**src/rtl/oaht_mod.sv**
```systemverilog
`timescale 1ns / 1ps
// Sequential remainder: one restoring step per cycle.
module oaht_mod #(
   parameter int DW = 32,
   parameter int NW = 13
) (
   input  logic          clock,
   input  logic          reset,
   input  logic          start,
   input  logic [DW-1:0] dividend,
   input  logic [NW-1:0] divisor,
   output logic          done,
   output logic [NW-1:0] remainder
);
   localparam int CW = $clog2(DW + 1);
   logic [DW-1:0] q_ff, q_in;
   logic [NW:0]   r_ff, r_in;
   logic [NW-1:0] d_ff, d_in;
   logic [CW-1:0] cnt_ff, cnt_in;
   logic          run_ff, run_in, done_ff, done_in;
   logic [NW:0]   sh;

   always_comb begin
      q_in = q_ff; r_in = r_ff; d_in = d_ff; cnt_in = cnt_ff;
      run_in = run_ff; done_in = 1'b0;
      sh = {r_ff[NW-1:0], q_ff[DW-1]};
      if (start) begin
         q_in = dividend; r_in = '0; d_in = divisor;
         cnt_in = CW'(DW); run_in = 1'b1;
      end else if (run_ff) begin
         // shift in one bit, subtract when it fits
         q_in = q_ff << 1;
         r_in = (sh >= {1'b0, d_ff}) ? sh - {1'b0, d_ff} : sh;
         cnt_in = cnt_ff - 1'b1;
         if (cnt_ff == CW'(1)) begin
            run_in = 1'b0; done_in = 1'b1;
         end
      end
   end

   always_ff @(posedge clock) begin
      q_ff <= q_in; r_ff <= r_in; d_ff <= d_in; cnt_ff <= cnt_in;
      if (reset) begin
         run_ff <= 1'b0; done_ff <= 1'b0;
      end else begin
         run_ff <= run_in; done_ff <= done_in;
      end
   end

   assign done = done_ff;
   assign remainder = r_ff[NW-1:0];
endmodule

```
**config.mk**
```make
export PLATFORM = sky130hd
export DESIGN_NAME = oaht_mod
export DESIGN_NICKNAME = d
export VERILOG_FILES = /design/src/rtl/oaht_mod.sv
export SDC_FILE = /design/constraint.sdc
export NUM_CORES = 1
export LEC_CHECK = 0
export BUFFER_PORTS_ARGS = -buffer_cell sky130_fd_sc_hd__buf_2
export CAP_MARGIN = 40
export CORE_AREA = 8 8 88 90
export DETAILED_ROUTE_END_ITERATION = 8
export DIE_AREA = 0 0 96 98
export PLACE_DENSITY = 0.84
export SYNTH_ARGS = -nofsm -noshare
export SYNTH_HDL_FRONTEND = slang
export SYNTH_SLANG_ARGS = --single-unit
export TNS_END_PERCENT = 100
```
**constraint.sdc**
```tcl
create_clock -name clock -period 2.5 [get_ports clock]
set_input_delay 0.5 -clock clock [delete_from_list [all_inputs] [get_ports clock]]
set_output_delay 0.5 -clock clock [all_outputs]
set_load 0.05 [all_outputs]
```
# --- Word-level counts from Yosys, hierarchy flattened ---
# Index checks and enable logic that the tools add are counted.
totals:
  register_bits: 66
  inputBits: 48
  out_inout_bits: 14
  wordCells: 20
classes:
  add_sub_neg: 2
  order_cmp: 1
  n_eq_ne: 1
  muxes: 7
  bitwise: 1
  n_reduce_logical: 2
ops:
  columns: ["op", "count"]
  rows:
  - ["$mux W32", 2]
  - ["$ge A14 B13 Y1", 1]
  - ["$mux W13", 1]
  - ["$sub A13 B13 Y13", 1]
  - ["$eq A6 B1 Y1 const B", 1]
  - ["$sub A6 B1 Y6 const B", 1]
  - ["$mux W1", 4]
  - ["$reduce_or A3 Y1", 1]
  - ["$reduce_bool A2 Y1", 1]
  - ["$not A1 Y1", 1]

# --- Logic depth before layout (Yosys ltp) ---
depth:
  word_depth: 4
  ltp_mapped: 10
  mapped_depth_nobuf: 9

# --- Worst setup path before layout ---
# Ideal clock, no wire load.
synth_path:
  path_type: "register -> register"
  start: "reg r_ff[0]"
  end: "reg r_ff[7]"
  setup_ns: 0.117
  t_arrival_ns: 2.385
  t_required_ns: 2.383
  path_slack_ns: -0.002
  stages_incl_launch_ff: 9
  path_buffers: 0
  period_less_slack_ns: 2.502
  cell_sequence: "dfxtp_1 -> inv_1 -> fa_1 -> nor2b_1 -> o2111ai_4 -> nand3_2 -> a211o_1 -> mux2_2 -> a22o_1"
synth_via:
  elab_chain_len: 2
  word_cells_on_any_way: 3
  classes_between: "1 x add/sub; 1 x order compare; 1 x mux"
synth_lines:
  columns: ["element", "line", "text"]
  rows:
  - ["from (decl)", "17", "logic [NW:0] r_ff, r_in;"]
  - ["from (signal assigned)", "42", "q_ff <= q_in; r_ff <= r_in; d_ff <= d_in; cnt_ff <= cnt_in;"]
  - ["$sub A13 B13 Y13 or $ge A14 B13 Y1 (tied branches)", "33", "r_in = (sh >= {1'b0, d_ff}) ? sh - {1'b0, d_ff} : sh;"]
  - ["$mux W13 *", "33", null]
# Every way passes the cells marked *; elsewhere a longest branch is shown, timed or not.
# A chain may end at the register's enable or synchronous reset.

# --- Worst setup path in the final report ---
layout_path:
  start: "reg r_ff[6]"
  end: "reg r_ff[5]"
layout_via:
  elab_chain_len: 2
layout_lines:
  columns: ["element", "line"]
  rows:
  - ["$ge A14 B13 Y1", "33"]
  - ["$mux W13", "33"]
# Every way passes these cells.

==> reports/summary.log <==
qor: synth.cell_area_after_technology_mapping 3360 µm²
qor: setup_path.critical_path_arrival 2530 ps
qor: setup_path.worstRegToRegCells 8
qor: grt.grt_util_all_layers 15.7%
qor: placement.dp_hpwl 5140 µm
qor: drt.drcViolationCount 0
qor: cts.worst_skew_pair.late_latency 340 ps
qor: final_layout.finish.instance_area 4000 µm²
qor: timing.clock.fmax 0.432 GHz
qor: timing.grt_setup_unrepaired no
qor: timing.worst_slew_pin_slew 487 ps
qor: synth.avgSynthCellArea 12.1 µm²
qor: setup_path.wp_data_required 2710 ps
qor: grt.grt_max_degree 52
qor: cts.cts_root_buffer sky130_fd_sc_hd__clkbuf_8
qor: grt.first_global_vias 2,444
qor: grt.antenna_found_initial 0
qor: floorplanning.die-width 96 µm
qor: timing.timing.clock.skew 8.01 ps
qor: setup_path.top_fanout_value_on_the_critical_path 9
qor: synth.ys_top_cells_by_area sky130_fd_sc_hd__edfxtp_1, sky130_fd_sc_hd__dfxtp_1, sky130_fd_sc_hd__mux2_2
qor: pwr.powerDensity 710 nW/µm²
qor: timing.final_setup_vio_count 0
qor: cts.ctsHtreeMaxLevel 3
qor: synth.synth_top_area_share 40.2%
qor: setup_path.critPathCaptureType register
qor: synth.yosysUniqueCellTypes 48
qor: setup_path.worst-setup-path-type reg2reg
qor: timing.totalNegativeSetupSlack 0 ps
qor: synth.postSynth.asyncResetShare 0%
qor: floorplanning.die_area 9410 µm²
qor: grt.global_route_wire_length_before_repair 11,600 µm
qor: min_path.hold_depth 1
qor: placement.numPortBuffers 61
qor: synth.yosys.cell_count.top_type sky130_fd_sc_hd__edfxtp_1
qor: placement.finalWeightedCongestion 0.923
qor: floorplanning.start_util 51.8%
qor: placement.place_area 3770 µm²
qor: floorplanning.top_level_ports 62
qor: cts.numCtsBuffers 9
qor: final_layout.layout-drive-gt1-share 36.2%
qor: drt.drt_pre_antenna_iters 4
qor: synth.commonest_cells_in_the_synthesized_netlist sky130_fd_sc_hd__edfxtp_1, sky130_fd_sc_hd__mux2_2, sky130_fd_sc_hd__dfxtp_1
qor: setup_path.setup.worst_path.start_class register
qor: synth.synth_sequential_area_ratio 52.7%
qor: setup_path.rr_endpoint r_ff[5]
qor: cts.worst_setup_hold_path_clk_slew 70 ps
qor: timing.fin_crit_sh 92.6%
qor: min_path.hp-start divisor[10]
qor: synth.dominantRegCellSynth sky130_fd_sc_hd__edfxtp_1
qor: final_layout.fin_nets 410
qor: timing.fin_crit 2320 ps
qor: drt.post_detailed_route_via_to_cell_ratio 5.52
qor: synth.syn-instance-count 278
qor: setup_path.r2r_start r_ff[6]
qor: pwr.ir_drop 0.491 mV
qor: timing.slew_viol_final 0
qor: synth.post_synth_net_total 342
qor: pwr.cellLeakagePower 1.68 nW
qor: floorplanning.fp.dieH 98 µm
qor: drt.detail_route.iter0.violations 166
qor: min_path.path_class_of_the_lowest_slack_min_delay_path in2reg
qor: cts.tritoncts yes
qor: cts.postCtsSetupRepairBufs 0
qor: timing.finalHoldViolations 0
qor: final_layout.layout-area-overhead-vs-synth 18.8%
qor: setup_path.r2r_slack 180 ps
qor: final_layout.insertedDiodeCount 0
qor: final_layout.fin_util 61.5%
qor: synth.synth.ff_latch_count 66
qor: timing.timing.slew.headroom 67.3%
qor: drt.antenna_violating_nets_post_route 0
qor: min_path.whs_endpoint d_ff[10]
qor: status.result_of_the_run finished, final reports clean
qor: grt.grt_remaining_overflow 0
qor: synth.yosys.area.top_type sky130_fd_sc_hd__edfxtp_1
qor: cts.clk_path_buf_depth 2
qor: synth.number_of_flops_mapped_to_enable_cells_by_yosys 45
qor: cts.clock_sinks 66
qor: drt.drt_wl_total 6940 µm
qor: floorplanning.row_count 30
qor: drt.wire_per_inst 16.1 µm
qor: job.cap_violations 0
qor: drt.routed_vias 2,379
qor: floorplanning.coreArea 6490 µm²
qor: synth.yosysWarnings 0
-- power by group --
group | switching (mW) | internal, mW
combinational | 0.303 | 0.230
clock | 0.411 | 0.559
sequential | 0.0522 | 1.28
total | 0.766 | 2.07
-- per-stage QoR --
step,total power [mW],setup slack [ps],hold WS [ps],cells
after floorplan,1.74,21.9,469,278
after global placement,1.87,205,481,415
after detailed placement,1.89,130,505,415
after CTS,2.86,114,309,431
after global routing,2.97,26.9,308,431
final,2.84,184,329,431
-- cells by family (layout without fill, tap and decap cells) --
logic type / count (synthesis) / count (layout) / synth area share [%]
buffers and inverters: 30 / 103 / 3.91
and+or+nand+nor: 63 / 63 / 9.30
muxes: 34 / 34 / 11.3
xor gates and xnor gates: 10 / 10 / 2.60
adders and majority gates: 16 / 16 / 6.18
DFF: 66 / 66 / 52.7
AOI/OAI and AO/OA: 59 / 59 / 14.0
-- routing by layer --
metal	up-vias	global-route usage [%]	wire length (µm)
met1	1098	19.1	2970
li1	1181	-	-
met3	14	7.44	692
met4	0	5.80	112
met2	86	23.3	3160
met5	-	0	0
-- cells in the final DEF, fill, tap and decap left out, types with 15 or more instances in the layout --
master	netlist	routed
sky130_fd_sc_hd__mux2_2	32	32
sky130_fd_sc_hd__buf_2	0	61
sky130_fd_sc_hd__inv_1	19	19
sky130_fd_sc_hd__ha_1	15	15
sky130_fd_sc_hd__edfxtp_1	45	45
sky130_fd_sc_hd__dfxtp_1	21	20
sky130_fd_sc_hd__nor2_1	20	20
sky130_fd_sc_hd__nand2_1	15	15
-- sequential cells by signal (all words and copies together), names as in the netlist --
name,cells
q_ff,32
run_ff,1
done,1
r_ff,13
cnt_ff,6
d_ff,13
-- critical path, cell delays in order, from the launching register on --
cell                       delay, ps
sky130_fd_sc_hd__dfxtp_1         340
sky130_fd_sc_hd__ha_1            370
sky130_fd_sc_hd__a21o_1          270
sky130_fd_sc_hd__a31oi_1         200
sky130_fd_sc_hd__nand3_2         120
sky130_fd_sc_hd__a211o_1         310
sky130_fd_sc_hd__buf_4           180
sky130_fd_sc_hd__o311ai_0        310
sky130_fd_sc_hd__a31oi_1          70
-- cell type report --
| type | instances | area (µm²) |
|---|---|---|
| clock buffers | 9 | 124 |
| clock inverters | 7 | 93.8 |
| fillers | 537 | 2500 |
| inverters | 19 | 71.3 |
| multi-input cells | 182 | 1460 |
| flip-flops and latches | 66 | 1770 |
| well taps | 80 | 100 |
| repair buffers | 68 | 370 |
-- worst max-delay path by stage --
stage	from	end	cells after the start
after detailed placement	q_ff[31]	r_ff[6]	10
final	r_ff[6]	r_ff[5]	8
after global placement	q_ff[31]	r_ff[6]	10
after floorplan	r_ff[4]	r_ff[0]	9
after global routing	q_ff[31]	r_ff[5]	10
after CTS	q_ff[31]	r_ff[6]	10
-- what timing repair did --
action,in CTS,in global routing
endpoints found under the setup margin,0,1
gates resized for setup,0,1
endpoints found under the hold margin,0,0
hold buffers,0,0
No activity file was read; power rests on OpenSTA's default activity.
